===== src/design/pal_pkg.sv =====
// Shared types and constants for the positional array list.
package pal_pkg;

    localparam int DATA_W = 32;
    localparam int POS_W  = 7;

    typedef enum logic [2:0] {
        KIND_INSERT = 3'd0,
        KIND_DELETE = 3'd1,
        KIND_GET    = 3'd2,
        KIND_FIND   = 3'd3,
        KIND_CLEAR  = 3'd4
    } kind_t;

    typedef enum logic [1:0] {
        ST_OK       = 2'd0,
        ST_RANGE    = 2'd1,
        ST_FULL     = 2'd2,
        ST_NOTFOUND = 2'd3
    } status_t;

    typedef enum logic [2:0] {
        CELL_HOLD  = 3'd0,
        CELL_LOAD  = 3'd1,
        CELL_LEFT  = 3'd2,
        CELL_RIGHT = 3'd3,
        CELL_HEAD  = 3'd4
    } cell_mode_t;

    typedef struct packed {
        logic [2:0]               kind;
        logic [POS_W-1:0]         position;
        logic signed [DATA_W-1:0] value;
    } req_t;

    typedef struct packed {
        status_t                  status;
        logic signed [DATA_W-1:0] read_value;
        logic [POS_W-1:0]         found_position;
        logic [POS_W-1:0]         list_length;
    } rsp_t;

endpackage


===== src/design/pal_cell.sv =====
// One storage cell of the list chain: holds an entry, loads a new one, or takes one from a neighbour or the head cell.
module pal_cell
    import pal_pkg::*;
(
    input  logic                     clk,
    input  cell_mode_t               mode,
    input  logic signed [DATA_W-1:0] value,
    input  logic signed [DATA_W-1:0] left,
    input  logic signed [DATA_W-1:0] right,
    input  logic signed [DATA_W-1:0] head,
    output logic signed [DATA_W-1:0] data
);

    logic signed [DATA_W-1:0] data_reg;
    logic signed [DATA_W-1:0] data_next;

    always_comb
    begin
        case (mode)
            CELL_LOAD:  data_next = value;
            CELL_LEFT:  data_next = left;
            CELL_RIGHT: data_next = right;
            CELL_HEAD:  data_next = head;
            default:    data_next = data_reg;
        endcase
    end

    always_ff @(posedge clk)
    begin
        data_reg <= data_next;
    end

    assign data = data_reg;

endmodule


===== src/design/positional_array_list.sv =====
// Top level of the positional array list: cell chain, request control and result register.
// Insert, delete, clear, rejected requests: result in the cycle after the request transfer.
// Get and find: the chain rotates once through the stored entries, one cell a cycle,
// and the result is registered as the rotation ends.
// Throughput: one request a cycle unless a result stalls; get and find hold off input.
// Reset clears the entry count, the controller and the result valid flag; cells keep data.
module positional_array_list
    import pal_pkg::*;
#(
    parameter int CAPACITY = 64
)
(
    input  logic clk,
    input  logic rst_n,
    input  logic req_valid,
    output logic req_stall,
    input  req_t req,
    output logic rsp_valid,
    input  logic rsp_stall,
    output rsp_t rsp
);

    localparam int CW = $clog2(CAPACITY + 1);
    localparam int XW = ((CW > POS_W) ? CW : POS_W) + 1;

    typedef enum logic [1:0] {
        S_IDLE = 2'b01,
        S_SCAN = 2'b10
    } state_t;

    state_t                   state_reg, state_next;
    logic [CW-1:0]            cnt_reg, cnt_next;
    logic [CW-1:0]            step_reg, step_next;
    logic                     scan_get_reg, scan_get_next;
    logic [POS_W-1:0]         pos_reg, pos_next;
    logic signed [DATA_W-1:0] key_reg, key_next;
    logic                     hit_reg, hit_next;
    logic signed [DATA_W-1:0] rd_reg, rd_next;
    logic [POS_W-1:0]         fpos_reg, fpos_next;
    rsp_t                     rsp_reg, rsp_next;
    logic                     rsp_valid_reg, rsp_valid_next;

    logic                     accept;
    logic [XW-1:0]            pos_x, cnt_x, pidx_x, last_x, step_x;
    logic                     full, ins_bad, rd_bad;
    logic                     do_ins, do_del, do_rot;

    logic signed [DATA_W-1:0] cell_data [CAPACITY];
    cell_mode_t               cell_mode [CAPACITY];

    assign req_stall = (state_reg != S_IDLE) || (rsp_valid_reg && rsp_stall);
    assign accept    = req_valid && !req_stall;

    assign pos_x   = XW'(req.position);
    assign cnt_x   = XW'(cnt_reg);
    assign pidx_x  = pos_x - XW'(1);
    assign last_x  = cnt_x - XW'(1);
    assign step_x  = XW'(step_reg);
    assign full    = cnt_x >= XW'(CAPACITY);
    assign ins_bad = (pos_x == '0) || (pos_x > cnt_x + XW'(1));
    assign rd_bad  = (pos_x == '0) || (pos_x > cnt_x);

    assign do_ins = accept && (req.kind == KIND_INSERT) && !full && !ins_bad;
    assign do_del = accept && (req.kind == KIND_DELETE) && !rd_bad;
    assign do_rot = (state_reg == S_SCAN);

    for (genvar i = 0; i < CAPACITY; i++)
    begin : g_cell
        logic signed [DATA_W-1:0] left_data;
        logic signed [DATA_W-1:0] right_data;

        if (i == 0)
        begin : g_first
            assign left_data = cell_data[0];
        end
        else
        begin : g_mid_l
            assign left_data = cell_data[i-1];
        end

        if (i == CAPACITY - 1)
        begin : g_last
            assign right_data = '0;
        end
        else
        begin : g_mid_r
            assign right_data = cell_data[i+1];
        end

        always_comb
        begin
            if (do_rot)
            begin
                cell_mode[i] = (XW'(i) == last_x) ? CELL_HEAD : CELL_RIGHT;
            end
            else if (do_ins)
            begin
                if (XW'(i) == pidx_x)
                begin
                    cell_mode[i] = CELL_LOAD;
                end
                else if (XW'(i) > pidx_x)
                begin
                    cell_mode[i] = CELL_LEFT;
                end
                else
                begin
                    cell_mode[i] = CELL_HOLD;
                end
            end
            else if (do_del && (XW'(i) >= pidx_x))
            begin
                cell_mode[i] = CELL_RIGHT;
            end
            else
            begin
                cell_mode[i] = CELL_HOLD;
            end
        end

        pal_cell u_cell (
            .clk   (clk),
            .mode  (cell_mode[i]),
            .value (req.value),
            .left  (left_data),
            .right (right_data),
            .head  (cell_data[0]),
            .data  (cell_data[i])
        );
    end

    always_comb
    begin
        rsp_t r;
        logic scan;

        state_next     = state_reg;
        cnt_next       = cnt_reg;
        step_next      = step_reg;
        scan_get_next  = scan_get_reg;
        pos_next       = pos_reg;
        key_next       = key_reg;
        hit_next       = hit_reg;
        rd_next        = rd_reg;
        fpos_next      = fpos_reg;
        rsp_next       = rsp_reg;
        rsp_valid_next = rsp_valid_reg && rsp_stall;
        scan           = 1'b0;

        r.status         = ST_OK;
        r.read_value     = '0;
        r.found_position = '0;
        r.list_length    = '0;

        case (state_reg)
            S_IDLE:
            begin
                if (accept)
                begin
                    case (req.kind)
                        KIND_INSERT:
                        begin
                            if (full)
                            begin
                                r.status = ST_FULL;
                            end
                            else if (ins_bad)
                            begin
                                r.status = ST_RANGE;
                            end
                            else
                            begin
                                cnt_next = cnt_reg + CW'(1);
                            end
                        end
                        KIND_DELETE:
                        begin
                            if (rd_bad)
                            begin
                                r.status = ST_RANGE;
                            end
                            else
                            begin
                                cnt_next = cnt_reg - CW'(1);
                            end
                        end
                        KIND_GET:
                        begin
                            if (rd_bad)
                            begin
                                r.status = ST_RANGE;
                            end
                            else
                            begin
                                scan = 1'b1;
                            end
                        end
                        KIND_FIND:
                        begin
                            if (cnt_reg == '0)
                            begin
                                r.status = ST_NOTFOUND;
                            end
                            else
                            begin
                                scan = 1'b1;
                            end
                        end
                        KIND_CLEAR:
                        begin
                            cnt_next = '0;
                        end
                        default:
                        begin
                            r.status = ST_RANGE;
                        end
                    endcase

                    r.list_length = POS_W'(cnt_next);

                    if (scan)
                    begin
                        state_next    = S_SCAN;
                        step_next     = '0;
                        scan_get_next = (req.kind == KIND_GET);
                        pos_next      = req.position;
                        key_next      = req.value;
                        hit_next      = 1'b0;
                        rd_next       = '0;
                        fpos_next     = '0;
                    end
                    else
                    begin
                        rsp_next       = r;
                        rsp_valid_next = 1'b1;
                    end
                end
            end
            S_SCAN:
            begin
                if (scan_get_reg && (step_x == XW'(pos_reg) - XW'(1)))
                begin
                    rd_next = cell_data[0];
                end
                if (!scan_get_reg && !hit_reg && (cell_data[0] == key_reg))
                begin
                    hit_next  = 1'b1;
                    fpos_next = POS_W'(step_x + XW'(1));
                end
                step_next = step_reg + CW'(1);
                if (step_x == last_x)
                begin
                    state_next       = S_IDLE;
                    r.status         = (scan_get_reg || hit_next) ? ST_OK : ST_NOTFOUND;
                    r.read_value     = rd_next;
                    r.found_position = fpos_next;
                    r.list_length    = POS_W'(cnt_reg);
                    rsp_next         = r;
                    rsp_valid_next   = 1'b1;
                end
            end
            default:
            begin
                state_next = S_IDLE;
            end
        endcase
    end

    always_ff @(posedge clk or negedge rst_n)
    begin
        if (!rst_n)
        begin
            state_reg     <= S_IDLE;
            cnt_reg       <= '0;
            rsp_valid_reg <= 1'b0;
        end
        else
        begin
            state_reg     <= state_next;
            cnt_reg       <= cnt_next;
            rsp_valid_reg <= rsp_valid_next;
        end
    end

    always_ff @(posedge clk)
    begin
        step_reg     <= step_next;
        scan_get_reg <= scan_get_next;
        pos_reg      <= pos_next;
        key_reg      <= key_next;
        hit_reg      <= hit_next;
        rd_reg       <= rd_next;
        fpos_reg     <= fpos_next;
        rsp_reg      <= rsp_next;
    end

    assign rsp_valid = rsp_valid_reg;
    assign rsp       = rsp_reg;

    a_cnt_bound: assert property (@(posedge clk) disable iff (!rst_n)
        XW'(cnt_reg) <= XW'(CAPACITY))
        else $error("entry count above capacity");

    a_scan_blocks: assert property (@(posedge clk) disable iff (!rst_n)
        (state_reg == S_SCAN) |-> (req_stall && !rsp_valid_reg))
        else $error("request taken or result pending during a rotation");

    a_step_bound: assert property (@(posedge clk) disable iff (!rst_n)
        (state_reg == S_SCAN) |-> (step_x < cnt_x))
        else $error("rotation step beyond entry count");

    a_scan_done: assert property (@(posedge clk) disable iff (!rst_n)
        ((state_reg == S_SCAN) && (step_x == last_x)) |=>
        (rsp_valid_reg && (state_reg == S_IDLE)))
        else $error("rotation ended without a result");

endmodule


===== config.mk =====
export PLATFORM = sky130hd
export DESIGN_NAME = positional_array_list
export DESIGN_NICKNAME = d
export VERILOG_FILES = /design/src/design/pal_pkg.sv /design/src/design/pal_cell.sv /design/src/design/positional_array_list.sv
export SDC_FILE = /design/constraint.sdc
export NUM_CORES = 2
export LEC_CHECK = 0
export BUFFER_PORTS_ARGS = -buffer_cell sky130_fd_sc_hd__buf_2
export CORE_MARGIN = 1
export CORE_UTILIZATION = 60
export CTS_BUF_LIST = sky130_fd_sc_hd__clkbuf_4
export DETAILED_ROUTE_END_ITERATION = 10
export GPL_ROUTABILITY_DRIVEN = 0
export GPL_TIMING_DRIVEN = 0
export PLACE_DENSITY = 0.74
export SYNTH_ARGS = -nofsm -noshare
export SYNTH_HDL_FRONTEND = slang
export SYNTH_HIERARCHICAL = 1
export SYNTH_SLANG_ARGS = --single-unit
export TNS_END_PERCENT = 30

===== constraint.sdc =====
create_clock -name clk -period 6.3 [get_ports clk]
set_input_delay 0.945 -clock clk [delete_from_list [all_inputs] [get_ports clk]]
set_output_delay 0.945 -clock clk [all_outputs]
set_load 0.005 [all_outputs]

==> PnR_summary.wiki <==
{| class="wikitable"
! Metric !! Value
|-
| Top Ports || 96
|-
| TritonRoute pass-1 iters || 10
|-
| Vertical die dimension || ~470 um
|-
| Violations in the final reports || capacitance limit, slew limit, setup timing
|-
| Die Outline Area || ~220000 um2
|-
| Worst endpoint data arrival time || roughly 7.5 ns
|-
| Number of buffers inserted to repair setup after CTS || 0
|-
| Worst ir drop on vdd || approximately 0.23 mV
|-
| Synth cell types || 83
|-
| Most frequent cells in the layout || sky130_fd_sc_hd__nand2_1, sky130_fd_sc_hd__edfxtp_1, sky130_fd_sc_hd__mux2i_1, sky130_fd_sc_hd__o221a_1, sky130_fd_sc_hd__clkbuf_4
|-
| Worst clock skew || about 0.13 ns
|-
| Slew Limit Fails || 19
|-
| Transition time at the pin with the least slew margin || ~1.6 ns
|-
| Signed area change from the synthesized netlist to the final layout || 13.5%
|-
| Horizontal die dimension || about 470 um
|-
| Antenna violations before repair || 23
|-
| Clock buffer count from CTS || just over 600
|-
| Total leakage power || a little over 70 nW
|-
| Fmax || between 0.15 and 0.2 GHz
|-
| Slowest stage delay, CP || 0.76 ns
|-
| Synthesized area || 133000 um2
|-
| Crit Path Max Fanout || 17
|-
| Global-route congestion overflow total || 0
|-
| Run status || complete, but fails checks
|-
| Average instance area after synthesis || between 10 and 15 um2
|-
| Overall fraction of global-route tracks in use || 0.397
|-
| Core ar. || roughly 220000 um2
|-
| CTS tree || built
|-
| Clock period minus worst slack || roughly 6.3 ns
|-
| Sort of element at the start of the critical path || flip-flop
|-
| Yosys warnings || 6
|-
| # Max-Cap Violations || 3
|-
| Sequential share of the synthesized area || 0.496
|-
| Per-cell via count in the routed design || 7.11
|-
| Ranking of synthesized cells by area || sky130_fd_sc_hd__edfxtp_1, sky130_fd_sc_hd__o221a_1, sky130_fd_sc_hd__mux2i_1
|-
| Most common cell after layout, fill and taps aside || sky130_fd_sc_hd__nand2_1
|-
| Post-synth top area share || 0.494
|-
| Clock tree sinks || between 2000 and 2500
|-
| Setup slack at placement || -0.549 ns
|-
| Critical path capture point type || flip-flop
|-
| Clock-pin slew on the worst setup and hold paths || roughly 0.07 ns
|-
| Total negative slack || -0.360 ns
|-
| Library cell contributing the largest single delay on the critical path || sky130_fd_sc_hd__o31ai_1
|-
| Portion of the clock cycle consumed by the worst path in the final layout || 1.01
|-
| Count of antenna-violating nets left after detailed routing || 0
|-
| Gate count after technology mapping || between 10000 and 15000
|-
| Number of buffers and inverters on the critical path || 5
|-
| Cell occurring most often along the worst timing path || sky130_fd_sc_hd__clkbuf_1
|-
| Number of hold violations in the final report || 0
|-
| Most instantiated flip-flop cell in the synthesis netlist || sky130_fd_sc_hd__edfxtp_1
|-
| Flops & latches, synth || ~2200
|-
| Number of global-route vias before repair || approximately 110k
|-
| Number of I/O port buffers || 95
|-
| Cell Chain, Critical Path || clkbuf_1 -> clkbuf_1 -> nand2_1 -> nor2_1 -> xnor2_1 -> ha_1 -> a21oi_1 -> o211ai_1 -> a21oi_1 -> clkbuf_1 -> a32oi_1 -> o31ai_1 -> buf_2 -> nor2_4 -> xnor2_4 -> buf_6
|-
| Initial Util || 0.604
|-
| Detailed-route via count || 108000
|-
| Post-synth EDFFs || between 2000 and 2500
|-
| Inst Count DP || between 10000 and 15000
|-
| Total setup violations reported at the end of the flow || 15
|-
| Ratio of cells with drive above 1 in the final layout || 0.181
|-
| DRC violation total after the first TritonRoute iteration || 14500
|-
| Clock latency on the worst-skew pair || between 1.5 and 2 ns
|-
| Row Count || around 170
|-
| Power density cells || 210 nW/um2
|-
| Max FFs per register || 2048
|-
| Maximum number of pins on one net before global-route repair || 64
|-
| Cell family with most CP delay || compound AO/OA/AOI/OAI gates
|-
| Final worst hold slack || about 0.15 ns
|-
| Area leader, netlist || sky130_fd_sc_hd__edfxtp_1
|-
| Max-slew headroom || -0.0533
|-
| Async S/R FF share, synth || 0.00456
|-
| Worst Hold Class || primary input to flip-flop
|-
| Routed wire length || roughly 460000 um
|-
| Post-route insts no fill || 15100
|-
| Required time worst endpoint || 7.48 ns
|-
| # H-tree levels || 6
|-
| First-pass GRT wire length || between 600000 and 700000 um
|-
| Deepest clock path buffer count || 4
|-
| Final #Nets || between 10000 and 15000
|-
| Final HPWL from detailed placement || ~340000 um
|-
| Worst Slack Setup Final || -0.0487 ns
|-
| Average wire length per cell after detail routing || around 30 um
|-
| Residual DRC count || 0
|-
| Sum of internal, switching and leakage power || approximately 32 mW
|-
| Cell at the root of the clock tree || sky130_fd_sc_hd__clkbuf_4
|-
| Worst Path Class, Setup || flip-flop to flip-flop
|}
==> report_power, final <==
group | internal (mW) | switching [mW] | leakage [nW]
Clock | 6.54 | 6.22 | 4.31
Sequential | 16.5 | 0.483 | 24.0
Combinational | 0.827 | 0.983 | 44.2
==> synthesized netlist by cell type (11+ instances only) <==
master                     number
sky130_fd_sc_hd__a21o_1        14
sky130_fd_sc_hd__a21o_4        64
sky130_fd_sc_hd__a21oi_1      146
sky130_fd_sc_hd__a221oi_1      11
sky130_fd_sc_hd__a31oi_1       14
sky130_fd_sc_hd__and2_1        19
sky130_fd_sc_hd__buf_1        133
sky130_fd_sc_hd__buf_2        267
sky130_fd_sc_hd__buf_4         64
sky130_fd_sc_hd__buf_6        256
sky130_fd_sc_hd__clkbuf_1     149
sky130_fd_sc_hd__clkbuf_4     128
sky130_fd_sc_hd__edfxtp_1    2183
sky130_fd_sc_hd__ha_1          27
sky130_fd_sc_hd__inv_1         20
sky130_fd_sc_hd__mux2i_1     2057
sky130_fd_sc_hd__nand2_1     2261
sky130_fd_sc_hd__nand3_1       91
sky130_fd_sc_hd__nand4_1       21
sky130_fd_sc_hd__nor2_1       160
sky130_fd_sc_hd__nor2_4        64
sky130_fd_sc_hd__nor2b_1       75
sky130_fd_sc_hd__nor3_1        34
sky130_fd_sc_hd__o21ai_0      113
sky130_fd_sc_hd__o221a_1     2048
sky130_fd_sc_hd__o22ai_1       12
sky130_fd_sc_hd__xnor2_1      110
sky130_fd_sc_hd__xor2_1        19
==> layer usage <==
| layer | part of all wire | GRT usage | wire length, um | up-vias |
|---|---|---|---|---|
| li1 | - | - | - | 45400 |
| met1 | 0.36 | 0.497 | 166000 | 52000 |
| met2 | 0.46 | 0.622 | 208000 | 8112 |
| met3 | 0.12 | 0.112 | 56400 | 1974 |
| met4 | 0.058 | 0.220 | 26400 | 12 |
| met5 | 0.00031 | 0.00151 | 144 | - |
==> what timing repair did <==
action	4_1_cts	5_1_grt
resized for setup	2	23
hold endpoints to repair	51	0
pin swaps	0	1
endpoints found under the setup margin	45	1275
gates cloned	0	0
hold buffers	34	0
==> final timing paths <==
| check | from | to | cells after the start | slack (ns) |
|---|---|---|---|---|
| min in group asynchronous | rst_n | state_reg[0] | 3 | 0.66 |
| worst min register to register | state_reg[0] | state_reg[0] | 1 | 0.53 |
| worst max-delay path | cnt_reg[2] | g_cell[2].u_cell/data[30] | 16 | -0.05 |
| max in group asynchronous | rst_n | cnt_reg[0] | 4 | 4.71 |
| worst min-delay path | req[3] | g_cell[0].u_cell/data[3] | 2 | 0.15 |
| worst max register to register | cnt_reg[2] | g_cell[2].u_cell/data[30] | 16 | -0.05 |
==> stage by stage <==
step,util,instance area [um2]
after global routing,0.686,151000
final,0.686,151000
after detailed placement,0.651,143000
after floorplan,-,133000
after CTS,0.685,151000
after global placement,0.624,137000
==> layout make-up <==
| class | instances | area (um2) |
|---|---|---|
| Antenna cell | 20 | 50.0 |
| Clock buffer | 865 | 6490 |
| Clock inverter | 131 | 713 |
| Tap cell | 2958 | 3700 |
| Buffer | 998 | 6730 |
| Inverter | 23 | 86.3 |
| Fill cell | 15700 | 69000 |
| Sequential cell | 2193 | 65800 |
| Multi-Input combinational cell | 7548 | 60900 |
| Timing Repair Buffer | 376 | 6250 |
==> cells by family after synthesis <==
kind of cell               share of synthesized area
xor gates and xnor gates                     0.00851
and+or+nand+nor                               0.0878
other                                      0.0000282
adders and majority gates                    0.00254
buffers and inverters                         0.0513
AOI/OAI and AO/OA                              0.199
muxes                                          0.155
DFF                                            0.496
(Power assumes the default switching activity.)
